### config.mk
export PLATFORM = sky130hd
export DESIGN_NAME = gbn_front
export DESIGN_NICKNAME = d
export VERILOG_FILES = /design/src/hdl/gbn_pkg.sv /design/src/hdl/gbn_front.sv
export SDC_FILE = /design/constraint.sdc
export NUM_CORES = 1
export LEC_CHECK = 0
export CELL_PAD_IN_SITES_DETAIL_PLACEMENT = 1
export CELL_PAD_IN_SITES_GLOBAL_PLACEMENT = 1
export CORE_MARGIN = 2
export CORE_UTILIZATION = 52
export CTS_CLUSTER_SIZE = 12
export DETAILED_ROUTE_END_ITERATION = 8
export DONT_BUFFER_PORTS = 1
export PLACE_DENSITY = 0.8
export SLEW_MARGIN = 20
export SYNTH_ARGS = -nofsm -noshare
export SYNTH_HDL_FRONTEND = slang
export SYNTH_SLANG_ARGS = --single-unit
### constraint.sdc
create_clock -name clk -period 4.6 [get_ports clk]
set_input_delay 0.69 -clock clk [delete_from_list [all_inputs] [get_ports clk]]
set_output_delay 0.69 -clock clk [all_outputs]
set_load 0.03 [all_outputs]
### src/hdl/gbn_pkg.sv
`timescale 1ns / 1ps
// ----------------------------------------------------------------------------
// gbn_pkg
// Shared constants and types for the greedy box suppression block.
// ----------------------------------------------------------------------------
package gbn_pkg;
	localparam int MAX_BOXES  = 64;
	localparam int COORD_BITS = 16;
	localparam int IDX_W      = $clog2(MAX_BOXES);
	localparam int CNT_W      = $clog2(MAX_BOXES + 1);
	localparam int AREA_W     = 2 * COORD_BITS;
	localparam int UNI_W      = AREA_W + 1;
	localparam logic [15:0] THR_RESET = 16'd32768;

	typedef struct packed {
		logic [COORD_BITS-1:0] left;
		logic [COORD_BITS-1:0] top;
		logic [COORD_BITS-1:0] right;
		logic [COORD_BITS-1:0] bottom;
	} box_t;

	// queue entry from front to back: a box (or a drop marker) per beat
	typedef struct packed {
		box_t        box;
		logic [15:0] score;
		logic        keep;
		logic        last;
	} qent_t;

	function automatic logic [COORD_BITS-1:0] span(input logic [COORD_BITS-1:0] lo,
		input logic [COORD_BITS-1:0] hi);
		span = (hi > lo) ? hi - lo : '0;
	endfunction
endpackage

### src/hdl/gbn_front.sv
`timescale 1ns / 1ps
// ----------------------------------------------------------------------------
// gbn_front
// Accepts input beats and classifies each as stored box or dropped box.
// ----------------------------------------------------------------------------
module gbn_front import gbn_pkg::*; (
	input  logic        clk,
	input  logic        arst_n,
	input  logic        in_valid,
	output logic        in_ready,
	input  box_t        in_box,
	input  logic [15:0] in_score,
	input  logic        in_last,
	output logic        q_valid,
	input  logic        q_ready,
	output qent_t       q_data
);
	logic [CNT_W-1:0] count_q;
	qent_t            ent_q;
	logic             full_q;

	assign in_ready = !full_q || q_ready;
	assign q_valid  = full_q;
	assign q_data   = ent_q;

	always_ff @(posedge clk or negedge arst_n) begin
		if (!arst_n) begin
			count_q <= '0;
			full_q  <= 1'b0;
		end else begin
			if (q_ready && full_q) full_q <= 1'b0;
			if (in_valid && in_ready) begin
				full_q <= 1'b1;
				if (in_last) count_q <= '0;
				else if (count_q != CNT_W'(MAX_BOXES)) count_q <= count_q + 1'b1;
			end
		end
	end

	always_ff @(posedge clk) begin
		if (in_valid && in_ready) begin
			ent_q.box   <= in_box;
			ent_q.score <= in_score;
			ent_q.keep  <= (count_q != CNT_W'(MAX_BOXES));
			ent_q.last  <= in_last;
		end
	end
endmodule

==> results.json, run 1 <==
{
  "status": "completed",
  "yosysWarnings": 0,
  "synth_compound_gate_area_share_pct": 3.28,
  "drt.antenna.violating_nets": 0,
  "cts-root-buf": "clkbuf_8",
  "die_h_um": 79.6,
  "total_power_w": 0.00172,
  "ys_seq_area_share_pct": 89.5,
  "drtIter0Drc": 87,
  "wl_per_cell_um": 28.1,
  "area.sequential_um2": 2660,
  "drc": 0,
  "start_util_pct": 54.0,
  "period_minus_slack_ns": 2.76,
  "place_hpwl_mm": 4.78,
  "grt_use_total_pct": 20.0,
  "mostFrequentLayoutCell": "edfxtp_1",
  "finalSetupViolCount": 0,
  "crit_path_cell_trace": "nand2b_1 > nand2_1 > clkinv_2 > buf_4",
  "fp.dieW_um": 79.6,
  "dieArea_um2": 6340,
  "final_nets": 235,
  "diodes": 0,
  "synthXorXnorAreaFrac_pct": 0,
  "antenna_found_initial": 1,
  "finalCritPeriodShare_pct": 60.0,
  "syn_nets": 226,
  "synth_area_per_cell_um2": 21.4,
  "synth_mux_area_share_pct": 0,
  "synth-simple-area-share_pct": 5.13,
  "clock_skew_ns": 0.00606,
  "io_pins": 169,
  "wirelength_mm": 6.32,
  "vias_per_cell": 5.88,
  "yosysUniqueCellTypes": 23,
  "cts_max_level": 3,
  "multi_input_comb_area_um2": 275,
  "cp.arrival_ns": 2.73,
  "portBuffers": 0,
  "whs_ns": 0.0419,
  "grt_max_degree": 47,
  "p_leak_nw": 1.11,
  "clock_sinks": 90,
  "place_congestion": 0.685,
  "critPathLaunchType": "flop",
  "rows": 27,
  "clk_latency_ns": 0.33,
  "cts_buffers": 9,
  "hold_viol_final": 0,
  "fin_ws_ns": 1.84,
  "maxCapViolCount": 0,
  "final.setup.tns_ns": 0,
  "min_path_type": "in2async",
  "rsz0062_at_grt": "false",
  "crit_type": "reg2reg",
  "nFillCells": 475,
  "crit_required_ns": 4.57,
  "final_cell_mix": "edfxtp_1 (82), clkbuf_8 (9), dfrtp_1 (8), nor2_1 (7), inv_1 (6)",
  "gr-total-overflow": 0,
  "synth_seq_cells": 90,
  "grt_pass1_wl_mm": 8.65,
  "synthAdderAreaFrac_pct": 0.841,
  "syn_inst": 139,
  "grt_pass1_vias": 1317,
  "slew_violations": 0,
  "core_area_um2": 5510,
  "place_ws_ns": 1.65,
  "clockBufferDepth": 2,
  "powerDensity_nw_per_um2": 526,
  "critical-path-slowest-cell": "buf_4",
  "worstMarginPinSlew_ns": 0.677,
  "synth_area_um2": 2980,
  "cp_max_fo": 46,
  "synth_top_family_by_area": "simple AND/OR/NAND/NOR gates",
  "fmax_mhz": 362,
  "layout-drive-gt1-share_pct": 11.1,
  "first_pass_iters": 4,
  "cts_setup_buffers": 0,
  "vdd_ir_drop_max_mv": 0.248,
  "critPathMaxStageDelay_ns": 0.58,
  "clk_pin_slew_worst_paths_ns": 0.08,
  "postCtsHoldBufs": 0,
  "route.vias.total": 1322,
  "cts_resized": 0,
  "tritoncts": "built",
  "endpoint_kind": "flop",
  "area_growth_pct": 9.76,
  "maxSlewHeadroom_pct": 54.8
}
==> worst paths after layout <==
kind	depth (start not counted)	slack, ns	to	start
worst max register to register	4	1.84	q_data[32]$_DFFE_PP_	q_valid$_DFFE_PN0P_
worst max-delay path	4	1.84	q_data[32]$_DFFE_PP_	q_valid$_DFFE_PN0P_
worst min-delay path	0	0.04	count_q[0]$_DFFE_PN0P_	arst_n
worst min register to register	1	0.58	count_q[0]$_DFFE_PN0P_	count_q[0]$_DFFE_PN0P_
max in group asynchronous	0	4.49	count_q[6]$_DFFE_PN0P_	arst_n
min in group clk	0	0.45	q_data[53]$_DFFE_PP_	in_box[35]
==> cell usage after synthesis <==
library cell / n / area, um^2
and3_2: 2 / 15.0
a211o_1: 2 / 17.5
a311o_1: 2 / 20.0
nand4b_1: 1 / 8.76
and4_1: 2 / 17.5
a31oi_1: 1 / 6.26
ha_1: 2 / 25.0
nor2_1: 7 / 26.3
o221ai_1: 3 / 26.3
or4_1: 1 / 7.51
nand2b_1: 2 / 12.5
nand2_1: 2 / 7.51
nand3_1: 5 / 25.0
o2bb2ai_1: 1 / 8.76
a41o_1: 1 / 10.0
or4_4: 1 / 11.3
o311ai_0: 1 / 8.76
inv_1: 7 / 26.3
nor3b_1: 2 / 15.0
edfxtp_1: 82 / 2460
dfrtp_1: 8 / 200
clkbuf_1: 3 / 11.3
or2_2: 1 / 6.26
==> critical path, delay by kind of cell (launching register included) <==
kind,cells,cell delay (ns)
buf+inv,2,1.09
simple gates,2,0.78
flops,1,0.50
==> sequential cells by signal (all words and copies together), names as in the netlist <==
name	count
q_data	82
count_q	7
q_valid	1
==> metal layers <==
layer	global-route usage, %	up-vias	share of wire, %
met5	0	-	0.11
met4	8.28	2	1.9
met1	20.4	650	33
met3	9.95	12	10
li1	-	562	-
met2	34.7	96	55
==> final cells by class <==
| class | count | share of cell area [%] |
|---|---|---|
| Clock buffer | 13 | 4.25 |
| Clock inverter | 3 | 1.95 |
| Inverter | 7 | 0.843 |
| Multi-Input combinational cell | 39 | 8.43 |
| Sequential cell | 90 | 81.5 |
| Tap cell | 72 | 2.76 |
| Timing Repair Buffer | 1 | 0.230 |
==> report_power, final <==
group	total, W	internal [W]	switching [W]
Sequential	0.00109	0.000965	0.000124
Clock	0.000545	0.000306	0.000240
Combinational	0.0000815	0.0000319	0.0000496
Total	0.00172	0.00130	0.000414
==> stage by stage <==
stage	util [%]	cell area, um^2	instances
after floorplan	-	2980	139
after global placement	55.6	3060	209
after detailed placement	55.6	3060	209
after CTS	59.3	3270	225
after global routing	59.3	3270	225
final	59.3	3270	225
==> logic make-up (layout without fill, tap and decap cells) <==
kind of cell,count (synthesis),after routing
AO/OA/AOI/OAI,11,11
adder cells (fa/ha/maj),2,2
buffers and inverters,10,24
flip-flops,90,90
AND/OR/NAND/NOR,26,26
Note: power is estimated with default switching activity, not from simulation.
==> run 2: changes to the inputs <==
- ABC_AREA: default -> 1
- CORE_UTILIZATION: 52 -> 43
- PLACE_DENSITY: 0.8 -> 0.71
- clock period: 4.6 -> 2.5 ns (I/O delays scaled with it)
==> run 2 against run 1 <==
Register-to-register slack worse by 0.92 ns. Area after synthesis is 1.1% lower. Core utilization decreased by 11 points. Flip-flop and latch count unchanged. Critical path depth increased by 1. Total power rose by 67%. Non-clock buffer count increased by 1.
==> results.json, run 2 <==
{
  "crit_path_cell_trace": "a21oi_4 > buf_12 > o21ai_4 > nand2_1 > o21ai_0",
  "dieArea_um2": 7520,
  "yosysWarnings": 0,
  "cts_max_level": 3,
  "yosysUniqueCellTypes": 15,
  "ys_top_cells_by_area": "edfxtp_1 (84%), dfrtp_1 (6.8%), nand2_1 (3.1%)",
  "status": "completed",
  "cts-root-buf": "clkbuf_8",
  "synth_area_um2": 2940,
  "cp_max_fo": 84,
  "diodes": 0,
  "critPathLaunchType": "flop",
  "ys_seq_area_share_pct": 90.5,
  "synth.top_cells.by_count": "edfxtp_1 (82), nand2_1 (24), dfrtp_1 (8), inv_1 (8)",
  "synthArstFlopShare_pct": 8.89,
  "cts_setup_buffers": 0,
  "rsz0062_at_grt": "false",
  "gr-total-overflow": 0,
  "grt_use_total_pct": 13.1,
  "tritoncts": "built",
  "place_area_um2": 3080,
  "clockBufferDepth": 2,
  "grt_pass1_wl_mm": 6.93,
  "crit_required_ns": 2.72,
  "clk_pin_slew_worst_paths_ns": 0.09,
  "critical-path-slowest-cell": "dfrtp_2",
  "antenna_found_initial": 0,
  "wirelength_mm": 5.08,
  "powerDensity_nw_per_um2": 880,
  "final_nets": 247,
  "syn_nets": 234,
  "hold_viol_final": 0,
  "syn_inst": 147,
  "p_leak_nw": 1.13,
  "cp_num_buf_inv": 1,
  "p_clk_share_pct": 29.9,
  "maxCapViolCount": 0,
  "maxSlewHeadroom_pct": 69.7,
  "portBuffers": 0,
  "synth_top_area_share_pct": 83.7,
  "largest_reg_flops": 82,
  "min_path_type": "in2reg",
  "cts_resized": 0,
  "mostFrequentLayoutCell": "edfxtp_1",
  "finalSetupViolCount": 0,
  "postCtsHoldBufs": 1,
  "place_hpwl_mm": 3.74,
  "synth_edf_count": 82,
  "netSwitchingPower_w": 0.000731,
  "drtIter0Drc": 53,
  "clock_skew_ns": 0.00744,
  "area.sequential_um2": 2660,
  "drt.antenna.violating_nets": 0,
  "wl_per_cell_um": 20.7,
  "endpoint_kind": "flop",
  "p_seq_share_pct": 67.4,
  "fp.dieW_um": 86.7,
  "rows": 30,
  "area_growth_pct": 10.8,
  "stdcell_area_um2": 3260,
  "grt_pass1_vias": 1172,
  "synth_seq_cells": 90,
  "nFillCells": 612,
  "cp_top_family": "flip-flops",
  "period_minus_slack_ns": 1.58,
  "combinationalPowerShare_pct": 2.7,
  "final_cell_mix": "edfxtp_1 (82), nand2_1 (24), clkbuf_8 (9), inv_1 (8), dfrtp_1 (7)",
  "multi_input_comb_area_um2": 258,
  "synth.largest_area_cell": "edfxtp_1",
  "die_h_um": 86.7,
  "intPower_w": 0.00214,
  "yosysMostFrequentCell": "edfxtp_1",
  "io_pins": 169,
  "drc": 0,
  "vias_per_cell": 5.15,
  "synth_area_per_cell_um2": 20.0,
  "place_congestion": 0.758,
  "start_util_pct": 43.8,
  "vdd_ir_drop_max_mv": 0.317,
  "layout-drive-gt1-share_pct": 13.3,
  "core_area_um2": 6720,
  "cts_buffers": 9,
  "synth_ff_type": "edfxtp_1",
  "worstMarginPinSlew_ns": 0.454,
  "clk_latency_ns": 0.35,
  "fmax_mhz": 633,
  "route.vias.total": 1262,
  "grt_max_degree": 85,
  "first_pass_iters": 3,
  "cp.arrival_ns": 1.80,
  "p_sw_share_pct": 25.5,
  "critPathMaxStageDelay_ns": 0.50,
  "slew_violations": 0,
  "clock_sinks": 90,
  "finalCritPeriodShare_pct": 63.2,
  "crit_type": "reg2reg",
  "final.setup.tns_ns": 0
}
run 2: cell count changes in the layout (fill, tap and decap cells not counted), moves of 3 or more:
cell        change
clkbuf_1        -3
clkinvlp_4      +3
nand2_1        +22
o221ai_1        -3
xor2_1          +3
run 2: area by class of cell:
cell class	instances	share of cell area (%)
inverter	9	1.04
multi-input combinational	48	7.90
clock inverter	6	1.50
timing repair buffer	2	0.921
sequential	90	81.7
clock buffer	10	3.91
tap	80	3.07
run 2: logic make-up after synthesis:
logic type	count (synthesis)	synth area share (%)
AOI/OAI and AO/OA	5	1.23
xor gates and xnor gates	3	0.893
adders and majority gates	2	0.850
buffers and inverters	9	1.15
DFF	90	90.5
and+or+nand+nor	38	5.40
run 2: power by group through the flow:
stage          sequential, W  clock (W)  combinational, W
2_1_floorplan        0.00196          0         0.0000560
3_3_place_gp         0.00197          0         0.0000694
3_5_place_dp         0.00197          0         0.0000748
4_1_cts              0.00194   0.000890         0.0000785
5_1_grt              0.00194   0.000948         0.0000883
6_report             0.00193   0.000858         0.0000767
run 2: metrics by stage:
| step | instances | hold slack (ns) | total power (W) | worst slack, ns | util, % |
|---|---|---|---|---|---|
| finish | 245 | 0.116 | 0.00287 | 0.919 | 48.5 |
| CTS | 245 | 0.0956 | 0.00290 | 0.954 | 48.5 |
| floorplan | 147 | 0.0794 | 0.00201 | -0.0127 | - |
| global placement | 228 | 0.0797 | 0.00204 | 1.02 | 45.8 |
| detailed placement | 228 | 0.0797 | 0.00205 | 0.961 | 45.8 |
| global route | 245 | 0.0882 | 0.00298 | 0.865 | 48.5 |
run 2: per-layer routing:
metal  wire (um)  part of all wire, %  GRT usage (%)
met1        1690                   33           12.5
met2        2810                   55           22.2
met3         498                  9.8           8.00
met4          91                  1.8           6.39
met5           0                    0              0
run 2: final timing paths:
path	start	end	slack, ns	cells past startpoint
setup / recovery	q_valid$_DFFE_PN0P_	count_q[2]$_DFFE_PN0P_	0.92	5
hold / removal	in_score[0]	q_data[2]$_DFFE_PP_	0.12	0
setup reg to reg	q_valid$_DFFE_PN0P_	count_q[2]$_DFFE_PN0P_	0.92	5
hold reg to reg	count_q[6]$_DFFE_PN0P_	count_q[6]$_DFFE_PN0P_	0.55	2
max in group asynchronous	arst_n	q_valid$_DFFE_PN0P_	1.83	1
min in group asynchronous	arst_n	count_q[4]$_DFFE_PN0P_	0.38	1
==> run 3: changes to the inputs <==
- ABC_AREA: 1 -> 0
- PLACE_DENSITY: 0.71 -> 0.7
- clock period: 2.5 -> 1.38 ns (I/O delays scaled with it)
==> run 3 against run 2 <==
The run now ends with negative setup slack left. Die area is 1.1% higher. Flip-flop and latch count unchanged. Register-to-register slack got worse by 1.1 ns. Setup slack got worse by 1.1 ns. Combinational power rose to 8.8 times the previous value. Maximum frequency rose by 3.8%. First-iteration DRC count up 96%. Wire length increased by 56%. Count of clock-buffer cells in the layout is 1 lower. Critical endpoint is now count_q[1]$_DFFE_PN0P_.
==> results.json, run 3 (synthesized netlist as in run 1, its figures left out) <==
{
  "nFillCells": 601,
  "start_util_pct": 44.0,
  "first_pass_iters": 4,
  "critPathLaunchType": "flop",
  "slew_violations": 0,
  "grt_use_total_pct": 19.9,
  "crit_path_cell_trace": "or4_4 > or4_1 > o221ai_2",
  "clk_pin_slew_worst_paths_ns": 0.09,
  "place_hpwl_mm": 4.29,
  "wirelength_mm": 7.95,
  "crit_required_ns": 1.64,
  "clock_skew_ns": 0.0155,
  "clk_latency_ns": 0.35,
  "cts-root-buf": "clkbuf_8",
  "dieArea_um2": 7600,
  "violations": "negative setup slack",
  "vdd_ir_drop_max_mv": 0.518,
  "largest_reg_flops": 82,
  "cp_num_buf_inv": 0,
  "status": "finished, violations left",
  "portBuffers": 0,
  "vias_per_cell": 5.30,
  "rsz0062_at_grt": "true",
  "tritoncts": "built",
  "die_h_um": 87.2,
  "whs_ns": 0.0644,
  "area.sequential_um2": 2660,
  "cp_top_family": "simple AND/OR/NAND/NOR gates",
  "cp.arrival_ns": 1.79,
  "clockBufferDepth": 2,
  "final_cell_mix": "dlygate4sd3_1 (83), edfxtp_1 (82), clkbuf_8 (9), buf_4 (8), dfrtp_1 (7)",
  "grt_pass1_vias": 1791,
  "drtIter0Drc": 104,
  "clock_sinks": 90,
  "multi_input_comb_area_um2": 305,
  "maxCapViolCount": 0,
  "endpoint_kind": "flop",
  "period_minus_slack_ns": 1.52,
  "rows": 30,
  "maxSlewHeadroom_pct": 73.0,
  "powerDensity_nw_per_um2": 1390,
  "finalSetupViolCount": 4,
  "hold_viol_final": 0,
  "io_pins": 169,
  "route.vias.total": 1721,
  "critPathMaxStageDelay_ns": 0.56,
  "fmax_mhz": 657,
  "total_power_w": 0.00588,
  "critical-path-slowest-cell": "or4_4",
  "core_area_um2": 6760,
  "final_core_util_pct": 62.6,
  "layout-drive-gt1-share_pct": 15.1,
  "finalCritPeriodShare_pct": 110,
  "fin_ws_ns": -0.143,
  "cts_max_level": 3,
  "cts_setup_buffers": 0,
  "grt_max_degree": 47,
  "gr-total-overflow": 0,
  "min_path_type": "in2reg",
  "final_nets": 328,
  "area_growth_pct": 42.1,
  "fp.dieW_um": 87.2,
  "wl_per_cell_um": 24.5,
  "crit_type": "reg2reg",
  "place_congestion": 0.706,
  "antenna_found_initial": 0,
  "diodes": 0,
  "drt.antenna.violating_nets": 0,
  "p_leak_nw": 1.51,
  "worstMarginPinSlew_ns": 0.403,
  "grt_pass1_wl_mm": 10.6,
  "cp_max_fo": 3,
  "cts_buffers": 9,
  "mostFrequentLayoutCell": "dlygate4sd3_1",
  "drc": 0
}
run 3: path summary, 6_finish.rpt:
| check | from | end | slack, ns | cells past startpoint |
|---|---|---|---|---|
| worst max-delay path | count_q[4]$_DFFE_PN0P_ | count_q[1]$_DFFE_PN0P_ | -0.14 | 3 |
| worst min-delay path | in_valid | count_q[6]$_DFFE_PN0P_ | 0.06 | 2 |
| worst max register to register | count_q[4]$_DFFE_PN0P_ | count_q[1]$_DFFE_PN0P_ | -0.14 | 3 |
| worst min register to register | count_q[6]$_DFFE_PN0P_ | count_q[6]$_DFFE_PN0P_ | 0.65 | 2 |
| max in group asynchronous | arst_n | q_valid$_DFFE_PN0P_ | 0.85 | 1 |
| min in group asynchronous | arst_n | count_q[6]$_DFFE_PN0P_ | 0.21 | 1 |
run 3: what timing repair did:
item | 4_1_cts | 5_1_grt
cloned | 0 | 1
hold buffers | 83 | 0
pin swaps | 1 | 0
resized for setup | 2 | 3
endpoints found under the setup margin | 6 | 5
hold endpoints to repair | 91 | 0
run 3: cell type report:
cell class	instances	area share (%)
multi-input combinational	39	7.22
inverter	7	0.710
timing repair buffer	94	22.6
clock buffer	9	2.93
tap	80	2.37
sequential	90	63.0
clock inverter	6	1.18
run 3: power breakdown:
part           internal [W]  total, W  switching, W
combinational      0.000356  0.000672      0.000316
clock              0.000667   0.00163      0.000961
sequential          0.00321   0.00358      0.000369
run 3: through the flow:
stage                     setup WS, ns  TNS [ns]  instance area [um^2]  instances
after floorplan                 -0.886    -76.46                  2990        139
after global placement         -0.0808    -0.104                  3170        226
after detailed placement        -0.131    -0.373                  3170        226
after CTS                       -0.145    -0.367                  4190        324
after global routing            -0.192    -0.567                  4230        325
final                           -0.143    -0.400                  4230        325
run 3: metal layers:
layer  GRT usage, %  routed length (um)  share of wire, %
met5              0                   0                 0
met4           8.25                 195               2.5
met2           35.8                4280                54
met1           21.0                2820                35
met3           7.39                 653               8.2
